[src/design/ffbm_pkg.sv]
// Shared types and constants of the first-fit block map allocator.
// Used by every module of the allocator but ffbm_ram; depends on nothing.
package ffbm_pkg;

    localparam int BLOCK_BYTES = 4096;
    localparam int BLK_SHIFT   = 12;
    localparam int CNT_W       = 11;
    localparam int NEED_W      = 32 - BLK_SHIFT + 1;
    localparam int REL_W       = 32 - BLK_SHIFT;
    localparam int THIRD_MUL   = 2731;
    localparam int THIRD_SHIFT = 13;
    localparam int QUEUE_DEPTH = 2;
    localparam int QPTR_W      = $clog2(QUEUE_DEPTH);

    localparam logic [CNT_W-1:0] TOTAL_RESET = 11'd1024;

    typedef logic [CNT_W-1:0]  t_idx;
    typedef logic [NEED_W-1:0] t_need;

    typedef enum logic [1:0] {
        MARK_FREE = 2'd0,
        MARK_USED = 2'd1,
        MARK_END  = 2'd2
    } t_mark;

    typedef enum logic [1:0] {
        ST_OK     = 2'd0,
        ST_NO_RUN = 2'd1,
        ST_ZERO   = 2'd2,
        ST_NO_END = 2'd3
    } t_status;

    typedef enum logic {
        REQ_ALLOC = 1'b0,
        REQ_FREE  = 1'b1
    } t_req;

    typedef enum logic {
        CFG_TOTAL_BLOCKS = 1'b0,
        CFG_MEM_BASE     = 1'b1
    } t_cfg_reg;

    typedef enum logic [1:0] {
        CMD_ALLOC  = 2'd0,
        CMD_FREE   = 2'd1,
        CMD_REJECT = 2'd2
    } t_cmd_kind;

    typedef struct packed {
        t_cmd_kind kind;
        t_status   status;
        t_idx      start;
        t_idx      limit;
        t_need     need;
    } t_cmd;

    typedef struct packed {
        logic [31:0] mem_base;
        logic        clear_req;
    } t_cfg;

endpackage

[src/design/ffbm_ram.sv]
// Generic single-write, single-read RAM with a registered read port.
// No dependencies.
module ffbm_ram #(
    parameter int WIDTH = 2,
    parameter int DEPTH = 1024
) (
    input  logic                     i_clk,
    input  logic                     i_we,
    input  logic [$clog2(DEPTH)-1:0] i_waddr,
    input  logic [WIDTH-1:0]         i_wdata,
    input  logic [$clog2(DEPTH)-1:0] i_raddr,
    output logic [WIDTH-1:0]         o_rdata
);
    logic [WIDTH-1:0] r_mem [DEPTH];
    logic [WIDTH-1:0] r_rdata;

    always_ff @(posedge i_clk) begin
        if (i_we) begin
            r_mem[i_waddr] <= i_wdata;
        end
        r_rdata <= r_mem[i_raddr];
    end

    assign o_rdata = r_rdata;
endmodule

[src/design/ffbm_fifo.sv]
// Short command queue between the front and back parts of the allocator.
// Depends on ffbm_pkg for the command type and the queue depth.
module ffbm_fifo (
    input  logic            i_clk,
    input  logic            i_rst_n,
    input  logic            i_push,
    output logic            o_ready,
    input  ffbm_pkg::t_cmd  i_cmd,
    output logic            o_valid,
    input  logic            i_pop,
    output ffbm_pkg::t_cmd  o_cmd
);
    import ffbm_pkg::*;

    t_cmd              r_mem [QUEUE_DEPTH];
    logic [QPTR_W-1:0] r_wptr, n_wptr;
    logic [QPTR_W-1:0] r_rptr, n_rptr;
    logic [QPTR_W:0]   r_count, n_count;
    logic              do_push, do_pop;

    assign o_ready = (r_count != (QPTR_W + 1)'(QUEUE_DEPTH));
    assign o_valid = (r_count != '0);
    assign o_cmd   = r_mem[r_rptr];
    assign do_push = i_push && o_ready;
    assign do_pop  = i_pop && o_valid;

    always_comb begin
        n_wptr  = r_wptr;
        n_rptr  = r_rptr;
        n_count = r_count;
        if (do_push) begin
            n_wptr = (r_wptr == QPTR_W'(QUEUE_DEPTH - 1)) ? '0 : r_wptr + 1'b1;
        end
        if (do_pop) begin
            n_rptr = (r_rptr == QPTR_W'(QUEUE_DEPTH - 1)) ? '0 : r_rptr + 1'b1;
        end
        if (do_push && !do_pop) begin
            n_count = r_count + 1'b1;
        end else if (do_pop && !do_push) begin
            n_count = r_count - 1'b1;
        end
    end

    always_ff @(posedge i_clk) begin
        if (!i_rst_n) begin
            r_wptr  <= '0;
            r_rptr  <= '0;
            r_count <= '0;
        end else begin
            r_wptr  <= n_wptr;
            r_rptr  <= n_rptr;
            r_count <= n_count;
        end
        if (do_push) begin
            r_mem[r_wptr] <= i_cmd;
        end
    end
endmodule

[src/design/ffbm_front.sv]
// Front part of the allocator: configuration registers, heap bounds and request classification.
// Depends on ffbm_pkg; feeds commands into ffbm_fifo.
module ffbm_front #(
    parameter int MAX_BLOCKS = 1024
) (
    input  logic                i_clk,
    input  logic                i_rst_n,
    input  logic                i_cfg_we,
    input  ffbm_pkg::t_cfg_reg  i_cfg_index,
    input  logic [31:0]         i_cfg_data,
    input  logic                i_in_valid,
    output logic                o_in_ready,
    input  logic                i_req_type,
    input  logic                i_heap_select,
    input  logic [31:0]         i_request_size,
    input  logic [31:0]         i_free_address,
    input  logic                i_clearing,
    output logic                o_cmd_valid,
    input  logic                i_cmd_ready,
    output ffbm_pkg::t_cmd      o_cmd,
    output ffbm_pkg::t_cfg      o_cfg
);
    import ffbm_pkg::*;

    t_idx        r_total, n_total;
    logic [31:0] r_mem_base, n_mem_base;
    t_idx        r_n, r_third, r_kcnt, r_ucnt;
    logic [31:0] r_ubase;
    t_idx        clamp;

    logic        r_in_valid, n_in_valid;
    logic        r_req, r_heap;
    logic [31:0] r_size, r_addr;
    logic        accept;

    t_idx        first, count;
    t_need       need;
    logic [31:0] heap_base, diff;
    logic [REL_W-1:0] rel;

    assign accept     = i_in_valid && o_in_ready;
    assign o_in_ready = (!r_in_valid || i_cmd_ready) && !i_clearing && !i_cfg_we;
    assign o_cmd_valid = r_in_valid;

    assign o_cfg.mem_base  = r_mem_base;
    assign o_cfg.clear_req = i_cfg_we && (i_cfg_index == CFG_TOTAL_BLOCKS);

    always_comb begin
        n_total    = r_total;
        n_mem_base = r_mem_base;
        if (i_cfg_we && i_cfg_index == CFG_TOTAL_BLOCKS) begin
            n_total = i_cfg_data[CNT_W-1:0];
        end
        if (i_cfg_we && i_cfg_index == CFG_MEM_BASE) begin
            n_mem_base = i_cfg_data;
        end
        clamp = (32'(r_total) < MAX_BLOCKS) ? r_total : CNT_W'(MAX_BLOCKS);
    end

    always_comb begin
        n_in_valid = r_in_valid;
        if (accept) begin
            n_in_valid = 1'b1;
        end else if (r_in_valid && i_cmd_ready) begin
            n_in_valid = 1'b0;
        end
    end

    // The kernel heap takes the remainder of the split, the user heap twice one third.
    always_comb begin
        first     = r_heap ? r_kcnt : '0;
        count     = r_heap ? r_ucnt : r_kcnt;
        need      = NEED_W'((33'(r_size) + 33'(BLOCK_BYTES - 1)) >> BLK_SHIFT);
        heap_base = r_heap ? r_ubase : r_mem_base;
        diff      = r_addr - heap_base;
        rel       = diff[31:BLK_SHIFT];

        o_cmd.kind   = CMD_REJECT;
        o_cmd.status = ST_OK;
        o_cmd.start  = first;
        o_cmd.limit  = first + count;
        o_cmd.need   = need;
        if (r_req == REQ_ALLOC) begin
            if (r_size == '0) begin
                o_cmd.status = ST_ZERO;
            end else if (need > NEED_W'(count)) begin
                o_cmd.status = ST_NO_RUN;
            end else begin
                o_cmd.kind = CMD_ALLOC;
            end
        end else begin
            if (rel >= REL_W'(count)) begin
                o_cmd.status = ST_NO_END;
            end else begin
                o_cmd.kind  = CMD_FREE;
                o_cmd.start = first + rel[CNT_W-1:0];
            end
        end
    end

    always_ff @(posedge i_clk) begin
        if (!i_rst_n) begin
            r_total    <= TOTAL_RESET;
            r_mem_base <= '0;
            r_in_valid <= 1'b0;
        end else begin
            r_total    <= n_total;
            r_mem_base <= n_mem_base;
            r_in_valid <= n_in_valid;
        end
        r_n     <= clamp;
        r_third <= CNT_W'((23'(clamp) * 23'(THIRD_MUL)) >> THIRD_SHIFT);
        r_kcnt  <= r_n - (r_third << 1);
        r_ucnt  <= r_third << 1;
        r_ubase <= r_mem_base + (32'(r_kcnt) << BLK_SHIFT);
        if (accept) begin
            r_req  <= i_req_type;
            r_heap <= i_heap_select;
            r_size <= i_request_size;
            r_addr <= i_free_address;
        end
    end
endmodule

[src/design/ffbm_back.sv]
// Back part of the allocator: owns the block map and runs the scan, mark, walk and clear passes.
// Depends on ffbm_pkg and ffbm_ram.
module ffbm_back #(
    parameter int MAX_BLOCKS = 1024
) (
    input  logic              i_clk,
    input  logic              i_rst_n,
    input  ffbm_pkg::t_cfg    i_cfg,
    input  logic              i_cmd_valid,
    output logic              o_cmd_ready,
    input  ffbm_pkg::t_cmd    i_cmd,
    output logic              o_clearing,
    output logic              o_out_valid,
    input  logic              i_out_ready,
    output ffbm_pkg::t_status o_status,
    output logic [31:0]       o_block_address
);
    import ffbm_pkg::*;

    localparam int IW = $clog2(MAX_BLOCKS);

    typedef enum logic [5:0] {
        S_CLEAR = 6'b000001,
        S_IDLE  = 6'b000010,
        S_SCAN  = 6'b000100,
        S_MARK  = 6'b001000,
        S_WALK  = 6'b010000,
        S_DONE  = 6'b100000
    } t_state;

    t_state      r_state, n_state;
    t_cmd        r_cmd, n_cmd;
    t_idx        r_rd_idx, n_rd_idx;
    logic        r_dv, n_dv;
    t_idx        r_didx, n_didx;
    t_idx        r_run, n_run;
    t_idx        r_wr_idx, n_wr_idx;
    t_idx        r_start, n_start;
    t_idx        r_last, n_last;
    t_status     r_res_status, n_res_status;
    logic [31:0] r_res_addr, n_res_addr;
    logic [IW-1:0] r_clr_idx, n_clr_idx;
    logic        r_out_valid, n_out_valid;
    t_status     r_out_status, n_out_status;
    logic [31:0] r_out_addr, n_out_addr;

    logic          ram_we;
    logic [IW-1:0] ram_waddr, ram_raddr;
    logic [1:0]    ram_wdata, ram_rdata;
    logic          issue;
    t_idx          run_n;

    ffbm_ram #(.WIDTH(2), .DEPTH(MAX_BLOCKS)) u_map (
        .i_clk   (i_clk),
        .i_we    (ram_we),
        .i_waddr (ram_waddr),
        .i_wdata (ram_wdata),
        .i_raddr (ram_raddr),
        .o_rdata (ram_rdata)
    );

    assign o_clearing      = (r_state == S_CLEAR);
    assign o_out_valid     = r_out_valid;
    assign o_status        = r_out_status;
    assign o_block_address = r_out_addr;
    assign issue           = (r_rd_idx < r_cmd.limit);

    always_comb begin
        n_state      = r_state;
        n_cmd        = r_cmd;
        n_rd_idx     = r_rd_idx;
        n_dv         = r_dv;
        n_didx       = r_didx;
        n_run        = r_run;
        n_wr_idx     = r_wr_idx;
        n_start      = r_start;
        n_last       = r_last;
        n_res_status = r_res_status;
        n_res_addr   = r_res_addr;
        n_clr_idx    = r_clr_idx;
        n_out_valid  = r_out_valid;
        n_out_status = r_out_status;
        n_out_addr   = r_out_addr;
        ram_we       = 1'b0;
        ram_waddr    = '0;
        ram_wdata    = MARK_FREE;
        ram_raddr    = IW'(r_rd_idx);
        o_cmd_ready  = 1'b0;
        run_n        = '0;

        if (r_out_valid && i_out_ready) begin
            n_out_valid = 1'b0;
        end

        unique case (r_state)
            S_CLEAR: begin
                ram_we    = 1'b1;
                ram_waddr = r_clr_idx;
                n_clr_idx = r_clr_idx + 1'b1;
                if (r_clr_idx == IW'(MAX_BLOCKS - 1)) begin
                    n_state = S_IDLE;
                end
            end
            S_IDLE: begin
                o_cmd_ready = 1'b1;
                if (i_cmd_valid) begin
                    n_cmd    = i_cmd;
                    n_rd_idx = i_cmd.start;
                    n_dv     = 1'b0;
                    n_run    = '0;
                    unique case (i_cmd.kind)
                        CMD_ALLOC: n_state = S_SCAN;
                        CMD_FREE:  n_state = S_WALK;
                        default: begin
                            n_res_status = i_cmd.status;
                            n_res_addr   = '0;
                            n_state      = S_DONE;
                        end
                    endcase
                end
            end
            S_SCAN: begin
                n_dv   = issue;
                n_didx = r_rd_idx;
                if (issue) begin
                    n_rd_idx = r_rd_idx + 1'b1;
                end
                if (r_dv) begin
                    run_n = (ram_rdata == MARK_FREE) ? r_run + 1'b1 : '0;
                    n_run = run_n;
                    if (NEED_W'(run_n) == r_cmd.need) begin
                        n_start  = r_didx + 1'b1 - run_n;
                        n_wr_idx = r_didx + 1'b1 - run_n;
                        n_last   = r_didx;
                        n_dv     = 1'b0;
                        n_state  = S_MARK;
                    end else if (r_didx == r_cmd.limit - 1'b1) begin
                        n_res_status = ST_NO_RUN;
                        n_res_addr   = '0;
                        n_state      = S_DONE;
                    end
                end
            end
            S_MARK: begin
                ram_we    = 1'b1;
                ram_waddr = IW'(r_wr_idx);
                ram_wdata = (r_wr_idx == r_last) ? MARK_END : MARK_USED;
                n_wr_idx  = r_wr_idx + 1'b1;
                if (r_wr_idx == r_last) begin
                    n_res_status = ST_OK;
                    n_res_addr   = i_cfg.mem_base + (32'(r_start) << BLK_SHIFT);
                    n_state      = S_DONE;
                end
            end
            S_WALK: begin
                n_dv   = issue;
                n_didx = r_rd_idx;
                if (issue) begin
                    n_rd_idx = r_rd_idx + 1'b1;
                end
                if (r_dv) begin
                    ram_we    = 1'b1;
                    ram_waddr = IW'(r_didx);
                    ram_wdata = MARK_FREE;
                    if (ram_rdata == MARK_END) begin
                        n_res_status = ST_OK;
                        n_res_addr   = '0;
                        n_dv         = 1'b0;
                        n_state      = S_DONE;
                    end else if (r_didx == r_cmd.limit - 1'b1) begin
                        n_res_status = ST_NO_END;
                        n_res_addr   = '0;
                        n_state      = S_DONE;
                    end
                end
            end
            S_DONE: begin
                if (!r_out_valid || i_out_ready) begin
                    n_out_valid  = 1'b1;
                    n_out_status = r_res_status;
                    n_out_addr   = r_res_addr;
                    n_state      = S_IDLE;
                end
            end
            default: n_state = S_IDLE;
        endcase

        // Resizing the map starts a fresh clearing pass.
        if (i_cfg.clear_req) begin
            n_state   = S_CLEAR;
            n_clr_idx = '0;
        end
    end

    always_ff @(posedge i_clk) begin
        if (!i_rst_n) begin
            r_state     <= S_CLEAR;
            r_clr_idx   <= '0;
            r_dv        <= 1'b0;
            r_out_valid <= 1'b0;
        end else begin
            r_state     <= n_state;
            r_clr_idx   <= n_clr_idx;
            r_dv        <= n_dv;
            r_out_valid <= n_out_valid;
        end
        r_cmd        <= n_cmd;
        r_rd_idx     <= n_rd_idx;
        r_didx       <= n_didx;
        r_run        <= n_run;
        r_wr_idx     <= n_wr_idx;
        r_start      <= n_start;
        r_last       <= n_last;
        r_res_status <= n_res_status;
        r_res_addr   <= n_res_addr;
        r_out_status <= n_out_status;
        r_out_addr   <= n_out_addr;
    end
endmodule

[src/design/first_fit_block_map_allocator_core.sv]
// Top level of the first-fit block map allocator.
// Depends on ffbm_pkg, ffbm_front, ffbm_fifo and ffbm_back (with ffbm_ram).
//
// Requests arrive as words on the input valid/ready channel: an allocate takes a heap
// and a byte size, a free takes a heap and a byte address. Each request gives exactly
// one result word on the output valid/ready channel, in request order: a status and,
// for a successful allocate, the byte address of the run.
// The front registers and classifies a request and queues it for the back,
// which walks the block map held in a RAM, one mark per cycle with registered reads.
// An allocate scans the map for a free run and then marks it; a free walks the map
// from the named block to the run end; rejected requests go straight to a result.
// The map walk bounds the throughput.
// After reset, and after every write of total_blocks, a clearing pass sets all MAX_BLOCKS
// marks free; input ready stays low meanwhile, while configuration
// writes are still taken. Registers are written through the plain write port.
// When the receiver stalls, the result waits in the output register; the front keeps
// accepting until the queue and the front register are full, then input ready drops.
module first_fit_block_map_allocator_core #(
    parameter int MAX_BLOCKS = 1024
) (
    input  logic                i_clk,
    input  logic                i_rst_n,
    input  logic                i_cfg_we,
    input  ffbm_pkg::t_cfg_reg  i_cfg_index,
    input  logic [31:0]         i_cfg_data,
    input  logic                i_in_valid,
    output logic                o_in_ready,
    input  logic                i_req_type,
    input  logic                i_heap_select,
    input  logic [31:0]         i_request_size,
    input  logic [31:0]         i_free_address,
    output logic                o_out_valid,
    input  logic                i_out_ready,
    output logic [1:0]          o_status,
    output logic [31:0]         o_block_address
);
    import ffbm_pkg::*;

    t_cmd    front_cmd, queue_cmd;
    t_cfg    cfg;
    logic    front_valid, queue_ready;
    logic    queue_valid, back_ready;
    logic    clearing;
    t_status status;

    ffbm_front #(.MAX_BLOCKS(MAX_BLOCKS)) u_front (
        .i_clk          (i_clk),
        .i_rst_n        (i_rst_n),
        .i_cfg_we       (i_cfg_we),
        .i_cfg_index    (i_cfg_index),
        .i_cfg_data     (i_cfg_data),
        .i_in_valid     (i_in_valid),
        .o_in_ready     (o_in_ready),
        .i_req_type     (i_req_type),
        .i_heap_select  (i_heap_select),
        .i_request_size (i_request_size),
        .i_free_address (i_free_address),
        .i_clearing     (clearing),
        .o_cmd_valid    (front_valid),
        .i_cmd_ready    (queue_ready),
        .o_cmd          (front_cmd),
        .o_cfg          (cfg)
    );

    ffbm_fifo u_queue (
        .i_clk   (i_clk),
        .i_rst_n (i_rst_n),
        .i_push  (front_valid),
        .o_ready (queue_ready),
        .i_cmd   (front_cmd),
        .o_valid (queue_valid),
        .i_pop   (back_ready),
        .o_cmd   (queue_cmd)
    );

    ffbm_back #(.MAX_BLOCKS(MAX_BLOCKS)) u_back (
        .i_clk           (i_clk),
        .i_rst_n         (i_rst_n),
        .i_cfg           (cfg),
        .i_cmd_valid     (queue_valid),
        .o_cmd_ready     (back_ready),
        .i_cmd           (queue_cmd),
        .o_clearing      (clearing),
        .o_out_valid     (o_out_valid),
        .i_out_ready     (i_out_ready),
        .o_status        (status),
        .o_block_address (o_block_address)
    );

    assign o_status = status;
endmodule

[config.mk]
export PLATFORM = sky130hd
export DESIGN_NAME = first_fit_block_map_allocator_core
export DESIGN_NICKNAME = d
export VERILOG_FILES = /design/src/design/ffbm_pkg.sv /design/src/design/ffbm_ram.sv /design/src/design/ffbm_fifo.sv /design/src/design/ffbm_front.sv /design/src/design/ffbm_back.sv /design/src/design/first_fit_block_map_allocator_core.sv
export SDC_FILE = /design/constraint.sdc
export NUM_CORES = 2
export LEC_CHECK = 0
export BUFFER_PORTS_ARGS = -buffer_cell sky130_fd_sc_hd__buf_2
export CAP_MARGIN = 10
export CORE_ASPECT_RATIO = 1.2
export CORE_MARGIN = 3
export CORE_UTILIZATION = 55
export DETAILED_ROUTE_END_ITERATION = 10
export PLACE_DENSITY = 0.79
export SYNTH_ARGS = -nofsm -noshare
export SYNTH_HDL_FRONTEND = slang
export SYNTH_SLANG_ARGS = --single-unit
[constraint.sdc]
create_clock -name i_clk -period 54.9 [get_ports i_clk]
set_input_delay 2.745 -clock i_clk [delete_from_list [all_inputs] [get_ports i_clk]]
set_output_delay 2.745 -clock i_clk [all_outputs]
set_load 0.02 [all_outputs]
==> reports/qor.yml <==
status: "completed"
synth_top_area_share_pct: 66.19
relSlewSlack_pct: 16.02
vias: 61434
max_clock_freq_mhz: 147.6
initial_core_util_pct: 55.45
io_pins: 140
hold_viol: 0
fin_util_pct: 61.17
grt.total_usage_pct: 27.28
cp.arrival_ns: 7.42
most-common-layout-cells: "edfxtp_1, nor2_1, mux4_2"
port_buffers: 139
grt_pass1_wl_um: 406400
wl_per_cell_um: 29.74
finalNetCount: 6960
hold_buffers: 0
finClkSkew_ns: 0.08687
critPathKind: "reg -> reg"
tightest_slew_ns: 1.257
final_common_cell: "edfxtp_1"
gp_routability_congestion: 0.9270
numClockSinks: 2517
cts_buffers: 223
finalSetupTns_ns: 0
total_power_mw: 3.812
post_cts_buffers: 0
drt_iter0_markers: 8558
cp-startpoint: "u_front.r_heap"
slowest_delay_ns: 0.72
setup_viol: 0
rsz0062_at_grt: "false"
post-route-drc-count: 0
grt_max_degree: 247
drive_above_1_share_pct: 19.37
multi_input_area_um2: 31440
critPathMaxFanout: 56
fill_cells: 13107
drtPass1Iterations: 6
netlist_instances: 6566
startpoint_type: "flip-flop"
finalCritPeriodShare_pct: 12.34
htreeDepth: 4
rows: 177
die_w_um: 410.0
yosys_register_bits: 2517
seq_area_um2: 74150
hpwl_um: 155300
routed_wl_um: 279700
grt_overflow_total: 0
period_minus_slack_ns: 6.776
ys_top_cells_by_area: "edfxtp_1, mux4_2, nor2_1"
ys.flop_type: "edfxtp_1"
cts_tree: "done"
fp.dieArea_um2: 201200
yosys_warnings: 0
slowest_stage: "nor3_4"
drtAntennaViolNets: 0
grt_pass1_vias: 62248
synth_edf_count: 2374
area_delta_synth_final_pct: 10.32
endpoint_kind: "flip-flop"
avgViaCountPerCell: 6.532
ys_types: 80
peakVddDrop_mv: 0.03337
rr_startpoint: "u_front.r_heap"
cp.required_ns: 55.54
synth_top_area_cell: "edfxtp_1"
syn_area_um2: 107700
cap_violations: 0
clk_path_buf_depth: 3
p_leak_nw: 40.98
seq_area_frac_synth_pct: 68.85
cp_num_buf_inv: 1
path_cells: "buf_4 > mux2i_1 > ha_1 > a2111oi_0 > a2111oi_0 > o21ai_1 > a21boi_1 > or2_2 > a21oi_1 > o21ai_0 > xor2_1 > ha_1 > a21o_1 > a221o_1 > a21oi_1 > nor4bb_1 > o221ai_1 > or4_4 > nor3_4 > mux2_2"
path_clk_slew_ns: 0.06
slew_violations: 0
avgSynthCellArea_um2: 16.40
hold_start: "u_front.r_third[2]"
p_per_area_nw_per_um2: 32.09
async_reset_ff_share_pct: 0
die_y_um: 490.8
core_um2: 194200
grt_antenna_before_repair: 7
cts_root_buf: "clkbuf_16"
worstSkewPairLatency_ns: 0.92
critPathTopFamily: "compound AO/OA/AOI/OAI gates"
cts_resized: 0
hp-class: "reg -> reg"
-- state kept, by name, indices dropped and copies added (netlist names), 6 cells and up, named ones only --
signal / count
u_back.r_clr_idx: 10
u_back.u_map.r_mem: 2048
u_back.r_cmd: 32
u_front.r_ucnt: 10
u_front.r_third: 10
u_front.r_ubase: 32
u_back.r_last: 11
u_front.r_n: 11
u_back.r_res_addr: 32
u_front.r_total: 11
u_front.r_kcnt: 11
u_back.r_run: 11
u_back.r_start: 11
u_queue.r_mem: 94
u_front.r_mem_base: 32
u_back.r_wr_idx: 11
u_back.r_rd_idx: 11
u_front.r_size: 32
u_back.o_block_address: 32
u_back.r_state: 6
u_back.r_didx: 11
u_front.r_addr: 32
-- worst register-to-register path: stages (launching register included) --
cell,delay (ns)
edfxtp_1,0.33
buf_4,0.66
mux2i_1,0.29
ha_1,0.28
a2111oi_0,0.57
a2111oi_0,0.13
o21ai_1,0.20
a21boi_1,0.17
or2_2,0.35
a21oi_1,0.23
o21ai_0,0.12
xor2_1,0.24
ha_1,0.29
a21o_1,0.18
a221o_1,0.28
a21oi_1,0.10
nor4bb_1,0.31
o221ai_1,0.19
or4_4,0.47
nor3_4,0.72
mux2_2,0.43
-- metrics by stage --
stage,std cells,setup WS [ns],instance area (µm²),hold slack [ns]
finish,9405,48.12,118800,0.3513
CTS,9389,48.16,118600,0.3496
floorplan,6567,24.72,107700,0.3096
detailed placement,8974,48.19,111000,0.3451
global route,9400,47.58,118800,0.3537
global placement,8974,48.32,111000,0.3610
-- kinds of logic (layout without fill, tap and decap cells) --
kind of cell             count (synthesis)  count (layout)  synth area share [%]
AO/OA/AOI/OAI                          509             509                 3.129
XOR/XNOR                               166             166                 1.363
adder cells (fa/ha/maj)                242             242                 3.069
buffers and inverters                  585             822                 2.115
flip-flops                            2517            2517                 68.85
multiplexers                           765             765                 14.53
other                                    1               8              0.003482
AND/OR/NAND/NOR                       1781            1781                 6.945
-- area by class of cell --
cell class	count	area share, %
repair buffers	248	1.542
well taps	2595	2.733
diodes	6	0.01264
flip-flops and latches	2517	62.41
clock buffers	288	5.039
inverters	159	0.5086
clock inverters	127	1.296
multi-input cells	3465	26.46
-- final timing paths --
path                                              to  slack (ns)  cells past startpoint
worst max-delay path            u_queue.r_mem[0][32]       48.12                     20
worst min-delay path               u_front.r_ucnt[3]        0.35                      0
worst max register to register  u_queue.r_mem[0][32]       48.12                     20
worst min register to register     u_front.r_ucnt[3]        0.35                      0
-- Yosys cell counts, types with 46 or more instances --
| library cell | number |
|---|---|
| a21oi_1 | 118 |
| mux4_2 | 631 |
| inv_1 | 158 |
| xnor2_1 | 95 |
| nor3_1 | 46 |
| nand2_1 | 296 |
| xor2_1 | 70 |
| nand3_1 | 64 |
| edfxtp_1 | 2374 |
| o21ai_0 | 109 |
| buf_2 | 56 |
| a21boi_0 | 55 |
| clkbuf_1 | 299 |
| ha_1 | 205 |
| dfxtp_1 | 143 |
| mux2i_1 | 86 |
| buf_1 | 69 |
| nor2_1 | 1159 |
-- layer usage --
| layer | vias up | wire (µm) | GRT usage (%) |
|---|---|---|---|
| met1 | 31209 | 96010 | 34.99 |
| met5 | - | 14 | 0 |
| met2 | 4056 | 138900 | 44.94 |
| li1 | 25309 | - | - |
| met3 | 858 | 29590 | 5.417 |
| met4 | 2 | 15190 | 13.20 |
-- report_power, final --
group	leakage, nW	internal (mW)	switching (mW)
registers	25.2	2.08	0.00674
clock network	3.64	0.897	0.719
logic	12.1	0.0434	0.0688
Note: power is estimated with default switching activity, not from simulation.
